## src/design/mhpq_pkg.sv

```systemverilog
`default_nettype none
// ----------------------------------------------------------------------------
// mhpq_pkg
// Shared types, codes and helpers of the max-heap priority queue.
// ----------------------------------------------------------------------------
package mhpq_pkg;

	localparam int CAPACITY = 64;
	localparam int KEY_W    = 32;
	localparam int CNT_W    = $clog2(CAPACITY + 1);
	localparam int POS_W    = CNT_W + 1;
	localparam int IDX_W    = (CAPACITY > 1) ? $clog2(CAPACITY) : 1;

	localparam logic OP_INSERT = 1'b0;
	localparam logic OP_DELETE = 1'b1;

	localparam logic [1:0] STATUS_OK    = 2'd0;
	localparam logic [1:0] STATUS_EMPTY = 2'd1;
	localparam logic [1:0] STATUS_FULL  = 2'd2;

	typedef struct packed {
		logic                    op;
		logic signed [KEY_W-1:0] key;
	} in_item_t;

	typedef struct packed {
		logic signed [KEY_W-1:0] removed_key;
		logic [1:0]              status;
		logic [6:0]              occupancy;
	} out_item_t;

	// Heap positions count from one; memory entries count from zero.
	function automatic logic [IDX_W-1:0] pos_to_idx(input logic [POS_W-1:0] pos);
		logic [POS_W-1:0] t;
		t = pos - POS_W'(1);
		return t[IDX_W-1:0];
	endfunction

endpackage
`default_nettype wire

```

## src/design/mhpq_ram.sv

```systemverilog
`default_nettype none
// ----------------------------------------------------------------------------
// mhpq_ram
// Synchronous RAM with one write port and two registered read ports.
// ----------------------------------------------------------------------------
module mhpq_ram #(
	parameter int DEPTH = 64,
	parameter int WIDTH = 32
) (
	input  wire logic                             clk,
	input  wire logic                             we,
	input  wire logic [$clog2(DEPTH)-1:0]         waddr,
	input  wire logic [WIDTH-1:0]                 wdata,
	input  wire logic [$clog2(DEPTH)-1:0]         raddr_a,
	output logic      [WIDTH-1:0]                 rdata_a,
	input  wire logic [$clog2(DEPTH)-1:0]         raddr_b,
	output logic      [WIDTH-1:0]                 rdata_b
);

	logic [WIDTH-1:0] mem [DEPTH];

	always_ff @(posedge clk) begin
		if (we) begin
			mem[waddr] <= wdata;
		end
		rdata_a <= mem[raddr_a];
		rdata_b <= mem[raddr_b];
	end

endmodule
`default_nettype wire

```

## src/design/mhpq_engine.sv

```systemverilog
`default_nettype none
// ----------------------------------------------------------------------------
// mhpq_engine
// Heap sequencer: runs sift-up and sift-down against the heap RAM.
// ----------------------------------------------------------------------------
module mhpq_engine (
	input  wire logic                 clk,
	input  wire logic                 arst_n,
	input  wire logic                 in_valid,
	output logic                      in_ready,
	input  wire mhpq_pkg::in_item_t   in_item,
	output logic                      res_valid,
	input  wire logic                 res_ready,
	output mhpq_pkg::out_item_t       res_item
);

	localparam int POS_W = mhpq_pkg::POS_W;
	localparam int CNT_W = mhpq_pkg::CNT_W;
	localparam int IDX_W = mhpq_pkg::IDX_W;
	localparam int KEY_W = mhpq_pkg::KEY_W;

	localparam logic [2:0] S_IDLE     = 3'd0;
	localparam logic [2:0] S_UP_START = 3'd1;
	localparam logic [2:0] S_UP_CMP   = 3'd2;
	localparam logic [2:0] S_DN_START = 3'd3;
	localparam logic [2:0] S_DN_LOAD  = 3'd4;
	localparam logic [2:0] S_DN_CMP   = 3'd5;
	localparam logic [2:0] S_WR_ITEM  = 3'd6;
	localparam logic [2:0] S_RES      = 3'd7;

	logic [2:0]              state_q;
	logic [CNT_W-1:0]        count_q;
	logic [POS_W-1:0]        pos_q;
	logic [POS_W-1:0]        child_q;
	logic signed [KEY_W-1:0] item_q;
	logic signed [KEY_W-1:0] removed_q;
	logic [1:0]              status_q;

	logic                    we;
	logic [IDX_W-1:0]        waddr;
	logic [KEY_W-1:0]        wdata;
	logic [IDX_W-1:0]        raddr_a;
	logic [IDX_W-1:0]        raddr_b;
	logic [KEY_W-1:0]        rdata_a;
	logic [KEY_W-1:0]        rdata_b;

	logic [POS_W-1:0]        cnt_ext;
	logic [POS_W-1:0]        up_parent;
	logic                    up_greater;
	logic                    take_right;
	logic [POS_W-1:0]        dn_child;
	logic signed [KEY_W-1:0] dn_val;
	logic                    dn_greater;
	logic [POS_W-1:0]        dn_next;

	mhpq_ram #(
		.DEPTH(mhpq_pkg::CAPACITY),
		.WIDTH(KEY_W)
	) u_ram (
		.clk     (clk),
		.we      (we),
		.waddr   (waddr),
		.wdata   (wdata),
		.raddr_a (raddr_a),
		.rdata_a (rdata_a),
		.raddr_b (raddr_b),
		.rdata_b (rdata_b)
	);

	assign cnt_ext    = POS_W'(count_q);
	assign up_parent  = pos_q >> 1;
	assign up_greater = item_q > $signed(rdata_a);
	// The right child wins only when it exists and is strictly larger.
	assign take_right = (child_q < cnt_ext) && ($signed(rdata_b) > $signed(rdata_a));
	assign dn_child   = take_right ? child_q + POS_W'(1) : child_q;
	assign dn_val     = take_right ? $signed(rdata_b) : $signed(rdata_a);
	assign dn_greater = dn_val > item_q;
	assign dn_next    = dn_child << 1;

	assign in_ready  = (state_q == S_IDLE);
	assign res_valid = (state_q == S_RES);

	always_comb begin
		res_item.removed_key = removed_q;
		res_item.status      = status_q;
		res_item.occupancy   = 7'(count_q);
	end

	// RAM port control. Every read whose data is used targets an address
	// other than the one written in the same cycle, so no forwarding path is needed.
	always_comb begin
		we      = 1'b0;
		waddr   = '0;
		wdata   = item_q;
		raddr_a = '0;
		raddr_b = '0;
		case (state_q)
			S_UP_START: begin
				if (pos_q == POS_W'(1)) begin
					we    = 1'b1;
					waddr = mhpq_pkg::pos_to_idx(pos_q);
				end else begin
					raddr_a = mhpq_pkg::pos_to_idx(up_parent);
				end
			end
			S_UP_CMP: begin
				we    = 1'b1;
				waddr = mhpq_pkg::pos_to_idx(pos_q);
				if (up_greater) begin
					wdata   = rdata_a;
					raddr_a = mhpq_pkg::pos_to_idx(up_parent >> 1);
				end
			end
			S_DN_START: begin
				raddr_a = mhpq_pkg::pos_to_idx(POS_W'(1));
				raddr_b = mhpq_pkg::pos_to_idx(cnt_ext);
			end
			S_DN_LOAD: begin
				if (count_q != '0 && cnt_ext < POS_W'(2)) begin
					we    = 1'b1;
					waddr = mhpq_pkg::pos_to_idx(POS_W'(1));
					wdata = rdata_b;
				end
				raddr_a = mhpq_pkg::pos_to_idx(POS_W'(2));
				raddr_b = mhpq_pkg::pos_to_idx(POS_W'(3));
			end
			S_DN_CMP: begin
				we    = 1'b1;
				waddr = mhpq_pkg::pos_to_idx(pos_q);
				if (dn_greater) begin
					wdata   = dn_val;
					raddr_a = mhpq_pkg::pos_to_idx(dn_next);
					raddr_b = mhpq_pkg::pos_to_idx(dn_next + POS_W'(1));
				end
			end
			S_WR_ITEM: begin
				we    = 1'b1;
				waddr = mhpq_pkg::pos_to_idx(pos_q);
			end
			default: begin
			end
		endcase
	end

	always_ff @(posedge clk or negedge arst_n) begin
		if (!arst_n) begin
			state_q <= S_IDLE;
			count_q <= '0;
		end else begin
			case (state_q)
				S_IDLE: begin
					if (in_valid) begin
						removed_q <= '0;
						status_q  <= mhpq_pkg::STATUS_OK;
						item_q    <= in_item.key;
						if (in_item.op == mhpq_pkg::OP_INSERT) begin
							if (count_q == CNT_W'(mhpq_pkg::CAPACITY)) begin
								status_q <= mhpq_pkg::STATUS_FULL;
								state_q  <= S_RES;
							end else begin
								count_q <= count_q + CNT_W'(1);
								pos_q   <= cnt_ext + POS_W'(1);
								state_q <= S_UP_START;
							end
						end else begin
							if (count_q == '0) begin
								status_q <= mhpq_pkg::STATUS_EMPTY;
								state_q  <= S_RES;
							end else begin
								state_q <= S_DN_START;
							end
						end
					end
				end
				S_UP_START: begin
					state_q <= (pos_q == POS_W'(1)) ? S_RES : S_UP_CMP;
				end
				S_UP_CMP: begin
					if (up_greater) begin
						pos_q <= up_parent;
						if (up_parent == POS_W'(1)) begin
							state_q <= S_WR_ITEM;
						end
					end else begin
						state_q <= S_RES;
					end
				end
				S_DN_START: begin
					count_q <= count_q - CNT_W'(1);
					state_q <= S_DN_LOAD;
				end
				S_DN_LOAD: begin
					removed_q <= $signed(rdata_a);
					item_q    <= $signed(rdata_b);
					pos_q     <= POS_W'(1);
					child_q   <= POS_W'(2);
					if (cnt_ext < POS_W'(2)) begin
						state_q <= S_RES;
					end else begin
						state_q <= S_DN_CMP;
					end
				end
				S_DN_CMP: begin
					if (dn_greater) begin
						pos_q   <= dn_child;
						child_q <= dn_next;
						if (dn_next > cnt_ext) begin
							state_q <= S_WR_ITEM;
						end
					end else begin
						state_q <= S_RES;
					end
				end
				S_WR_ITEM: begin
					state_q <= S_RES;
				end
				S_RES: begin
					if (res_ready) begin
						state_q <= S_IDLE;
					end
				end
				default: begin
					state_q <= S_IDLE;
				end
			endcase
		end
	end

endmodule
`default_nettype wire

```

## src/design/max_heap_priority_queue_top.sv

```systemverilog
`default_nettype none
// ----------------------------------------------------------------------------
// max_heap_priority_queue_top
// Binary max-heap priority queue over signed 32-bit keys.
// ----------------------------------------------------------------------------
// Usage:
// Each input item on in_valid/in_ready/in_item is either an insert of
// in_item.key or a delete of the current maximum. Every item produces exactly
// one result item on out_valid/out_ready/out_item, carrying the removed key
// (zero unless a delete succeeded), a status code and the occupancy after
// the operation. A delete on an empty heap and an insert into a full heap
// leave the heap untouched and report their status.
// The key moves at most six levels for an insert and five for a delete at a
// capacity of 64. Each level takes one comparison and one write-back, with
// the next level's reads issued in the same cycle.
// One item is worked on at a time; the next item is accepted in the cycle
// after the previous result has moved into the output register. A stalled
// receiver holds out_item steady and, once the engine has a second result
// ready, stops further acceptance.
// Reset clears the element count and all handshake state. The heap RAM is
// not cleared, since no entry's read data is used before it has been written.
// ----------------------------------------------------------------------------
module max_heap_priority_queue_top (
	input  wire logic                 clk,
	input  wire logic                 arst_n,
	input  wire logic                 in_valid,
	output logic                      in_ready,
	input  wire mhpq_pkg::in_item_t   in_item,
	output logic                      out_valid,
	input  wire logic                 out_ready,
	output mhpq_pkg::out_item_t       out_item
);

	logic                res_valid;
	logic                res_ready;
	mhpq_pkg::out_item_t res_item;

	logic                out_valid_q;
	mhpq_pkg::out_item_t out_item_q;

	mhpq_engine u_engine (
		.clk       (clk),
		.arst_n    (arst_n),
		.in_valid  (in_valid),
		.in_ready  (in_ready),
		.in_item   (in_item),
		.res_valid (res_valid),
		.res_ready (res_ready),
		.res_item  (res_item)
	);

	// The output register takes a new result whenever it is empty or its
	// current item leaves in the same cycle.
	assign res_ready = !out_valid_q || out_ready;

	always_ff @(posedge clk or negedge arst_n) begin
		if (!arst_n) begin
			out_valid_q <= 1'b0;
		end else if (res_ready) begin
			out_valid_q <= res_valid;
		end
	end

	always_ff @(posedge clk) begin
		if (res_valid && res_ready) begin
			out_item_q <= res_item;
		end
	end

	assign out_valid = out_valid_q;
	assign out_item  = out_item_q;

`ifndef SYNTHESIS
	// A full-heap refusal is reported only when the heap is at capacity.
	assert property (@(posedge clk) disable iff (!arst_n)
		out_valid && out_item.status == mhpq_pkg::STATUS_FULL
		|-> out_item.occupancy == 7'(mhpq_pkg::CAPACITY))
		else $error("full status with heap below capacity");

	// An empty-heap delete reports an empty heap and no key.
	assert property (@(posedge clk) disable iff (!arst_n)
		out_valid && out_item.status == mhpq_pkg::STATUS_EMPTY
		|-> out_item.occupancy == 7'd0 && out_item.removed_key == '0)
		else $error("empty status with keys held or a key returned");

	// The engine is busy in the cycle after taking an item.
	assert property (@(posedge clk) disable iff (!arst_n)
		in_valid && in_ready |=> !in_ready)
		else $error("engine accepted items on consecutive cycles");

	// Occupancy never exceeds the capacity.
	assert property (@(posedge clk) disable iff (!arst_n)
		out_valid |-> out_item.occupancy <= 7'(mhpq_pkg::CAPACITY))
		else $error("occupancy above capacity");
`endif

endmodule
`default_nettype wire
```

## config.mk

```make
export PLATFORM = sky130hd
export DESIGN_NAME = max_heap_priority_queue_top
export DESIGN_NICKNAME = d
export VERILOG_FILES = /design/src/design/mhpq_pkg.sv /design/src/design/mhpq_ram.sv /design/src/design/mhpq_engine.sv /design/src/design/max_heap_priority_queue_top.sv
export SDC_FILE = /design/constraint.sdc
export NUM_CORES = 2
export LEC_CHECK = 0
export BUFFER_PORTS_ARGS = -buffer_cell sky130_fd_sc_hd__buf_2
export CAP_MARGIN = 25
export CORE_MARGIN = 10
export CORE_UTILIZATION = 51
export CTS_BUF_LIST = sky130_fd_sc_hd__clkbuf_4 sky130_fd_sc_hd__clkbuf_8
export DETAILED_ROUTE_END_ITERATION = 10
export PLACE_DENSITY = 0.73
export SLEW_MARGIN = 20
export SYNTH_ARGS = -nofsm -noshare
export SYNTH_HDL_FRONTEND = slang
export SYNTH_SLANG_ARGS = --single-unit
```

## constraint.sdc

```tcl
create_clock -name clk -period 9.09 [get_ports clk]
set_input_delay 1.3635 -clock clk [delete_from_list [all_inputs] [get_ports clk]]
set_output_delay 1.3635 -clock clk [all_outputs]
set_load 0.01 [all_outputs]
```

==> reports/metrics.csv <==
stage;metric;value;unit
timing;Slew headroom;14.9;%
detailed_routing;wire per inst;33.0;um
worst_hold_path;worst hold path class;in2async;
synth;synth cell count leaders;edfxtp_1, nand2_1, a21oi_1;
place;placed instance count;10603;
global_route;largest net degree at the start of global routing;151;
cells_and_area;area of the multi-input gates;0.0393;mm^2
cells_and_area;Reg area;0.0667;mm^2
synth;cell with the most instances after synthesis;edfxtp_1;
floorplan;Die Span Y;481;um
setup_path;WP data arrival;9.93;ns
synth;ranking of synthesized cells by area;edfxtp_1, mux4_2, nand2_1, mux2i_1, a21oi_1;
cells_and_area;Area growth, synth to finish;12.6;%
global_route;first-pass GRT wire length;529000;um
setup_path;CP max-delay cell;dfxtp_1;
detailed_routing;DRT antenna net count;0;
synth;Synth Net Count;8079;
cts;Num CTS Buffers;373;
timing;Worst Tran Pin Value;1.28;ns
cts;Skew-Pair Late Insertion Delay;1.12;ns
synth;largest family of logic cells by synthesized area;multiplexers;
detailed_routing;Via density;7.06;
pwr;LEAKAGE;0.0422;uW
setup_path;CP endpoint kind;flip-flop;
pwr;Power Dens Cells;444;mW/mm^2
setup_path;startpoint types;flip-flop;
floorplan;I/O pins;80;
cts;# H-tree levels;5;
timing;RSZ-0062 raised after global routing;no;
setup_path;R2R Setup Slk;0.14;ns
cts;CTS Buffer Depth;4;
place;input/output buffers;79;
synth;Post-synth ARST share;0.490;%
synth;post-synthesis mux area share;15.5;%
pwr;Tot Pwr;54100;uW
synth;Yosys top cell by area;edfxtp_1;
cts;Clk pin slew, worst setup/hold paths;0.06;ns
detailed_routing;Detailed Route WL;372000;um
synth;main flop type after synthesis;edfxtp_1;
global_route;grt ovf;0;
setup_path;critical path's largest stage delay;0.84;ns
cells_and_area;non-filler cells, final;11278;
detailed_routing;vias after detailed routing;79631;
timing;fin. max-slew vios;0;
cts;clock root buffer;clkbuf_8;
global_route;initial antenna violation count;23;
global_route;GRT Overall Usage;31.1;%
place;GPL Wtd Cong;0.955;
floorplan;Starting Density;51.1;%
floorplan;Die W;481;um
cts;postcts setup bufs;0;
synth;FF+latch count, synth;2245;
floorplan;core footprint;0.212;mm^2
cells_and_area;share of cells above drive strength 1;21.2;%
setup_path;CP required;10.07;ns
synth;Synth Area in Adders;1.43;%
cells_and_area;FILL cells;16035;
synth;Post-Synth XOR/XNOR Area;0.267;%
pwr;Peak VDD IR;0.440;mV
detailed_routing;1st-iter DRT viols;13435;
synth;Synth Area in Simple Gates;8.23;%
setup_path;kind of critical path;reg2reg;
cts;clock sinks;2245;
timing;hold violation total from the final report;0;
timing;WHS;0.168;ns
timing;setup TNS;0;ns
synth;Netlist cell types;76;
global_route;vias in the first global route;76444;
floorplan;Die ar.;0.231;mm^2
synth;Cells after Synth;7919;
synth;Post-synth EDFFs;2170;
cts;CTS tree;done;
timing;final setup vio count;0;
synth;Compound-Gate Fraction of Synth Area;10.1;%
timing;period utilization;98.5;%
synth;Avg Synthesized Cell Area;13.7;um^2
synth;Synthesis Warnings;0;
job;max capacitance violation total;0;
run_status;run status;completed;
cts;number of hold buffers added after cts;0;
cells_and_area;fin nets;8320;
synth;sequential element share of the synthesized area;61.6;%
place;post-DP HPWL;229000;um
detailed_routing;DRC Markers;0;
setup_path;critical path fanouts, max;36;
cts;CTS resizes;0;
detailed_routing;DR pass1 iterations;10;
cells_and_area;final core occ;57.6;%
floorplan;Row Count;169;
timing;final worst clock skew;0.109;ns
timing;Fmax;112;MHz
synth;post-synth top area share;60.2;%
timing;Tmin final;8.95;ns
synth;Cell Area, Synth;0.108;mm^2
kinds of logic after synthesis:
family                     Yosys count
AOI/OAI and AO/OA                 1671
DFF                               2245
and+or+nand+nor                   2107
adders and majority gates          123
muxes                             1001
buffers and inverters              739
xor gates and xnor gates            33
worst paths after layout:
path,start,end,depth (start not counted)
setup / recovery,u_engine.u_ram.rdata_a[25],u_engine.u_ram.rdata_a[13],27
hold / removal,arst_n,u_engine.count_q[0],1
setup reg to reg,u_engine.u_ram.rdata_a[25],u_engine.u_ram.rdata_a[13],27
hold reg to reg,u_engine.status_q[1],out_item[8],0
max in group asynchronous,arst_n,u_engine.state_q[1],1
min in group clk,u_engine.status_q[1],out_item[8],0
power breakdown:
part	switching (uW)	total, uW	internal [uW]	leakage (uW)
sequential	891	16100	15200	0.0202
combinational	19200	29200	9950	0.0181
clock	4120	8940	4820	0.00389
total	24200	54100	29900	0.0422
placed cells by master, fill, tap and decap left out, types with 35 or more instances in the layout:
master       n
edfxtp_1  2170
nand2_1   1372
a21oi_1    583
mux4_2     538
mux2i_1    437
clkbuf_8   392
a22oi_1    353
buf_4      315
o21ai_0    195
nor2_1     167
nand3_1    152
ha_1       122
inv_1      118
clkbuf_4   115
a221oi_1    88
buf_12      86
buf_2       79
a211oi_1    78
clkinv_1    77
nor4_1      74
nor2_4      71
o22ai_1     70
dfxtp_1     63
a32oi_1     62
and2_1      61
clkinv_2    55
nand4_1     49
a32o_1      44
nand2_2     35
flip-flops by register name, indices dropped and copies added (netlist names):
| signal | count |
|---|---|
| u_engine.u_ram.rdata_a | 32 |
| u_engine.status_q | 2 |
| u_engine.count_q | 7 |
| out_item | 41 |
| out_valid | 1 |
| u_engine.item_q | 32 |
| u_engine.u_ram.mem | 2048 |
| u_engine.u_ram.rdata_b | 32 |
| u_engine.removed_q | 32 |
| u_engine.pos_q | 8 |
| u_engine.child_q | 7 |
| u_engine.state_q | 3 |
cell type report:
class	instances	area share, %
tap	2821	2.90
clock inverter	154	0.844
clock buffer	507	5.13
timing repair buffer	486	3.72
inverter	119	0.366
sequential	2245	54.7
multi-input combinational	4935	32.3
antenna	11	0.0226
stage by stage:
step	instance area [um^2]	worst slack (ns)
6_report	122000	0.139
5_1_grt	122000	0.0128
4_1_cts	122000	0.285
3_5_place_dp	115000	0.304
3_3_place_gp	114000	0.0507
2_1_floorplan	108000	1.29
worst max-delay path, delay by kind of cell (launching register included):
| kind | cells | cell delay (ns) |
|---|---|---|
| AND/OR/NAND/NOR | 5 | 2.16 |
| adder cells (fa/ha/maj) | 2 | 0.66 |
| AO/OA/AOI/OAI | 11 | 2.65 |
| flip-flops | 1 | 0.84 |
| multiplexers | 3 | 1.01 |
| buffers and inverters | 6 | 1.42 |
per-layer routing:
| layer | routed length [um] | global-route usage (%) | up-vias |
|---|---|---|---|
| li1 | - | - | 31665 |
| met5 | 77 | 0 | - |
| met1 | 126000 | 40.2 | 39101 |
| met3 | 64800 | 13.0 | 1506 |
| met4 | 24900 | 17.8 | 12 |
| met2 | 156000 | 44.1 | 7347 |
Power figures use the tool's default switching activity.
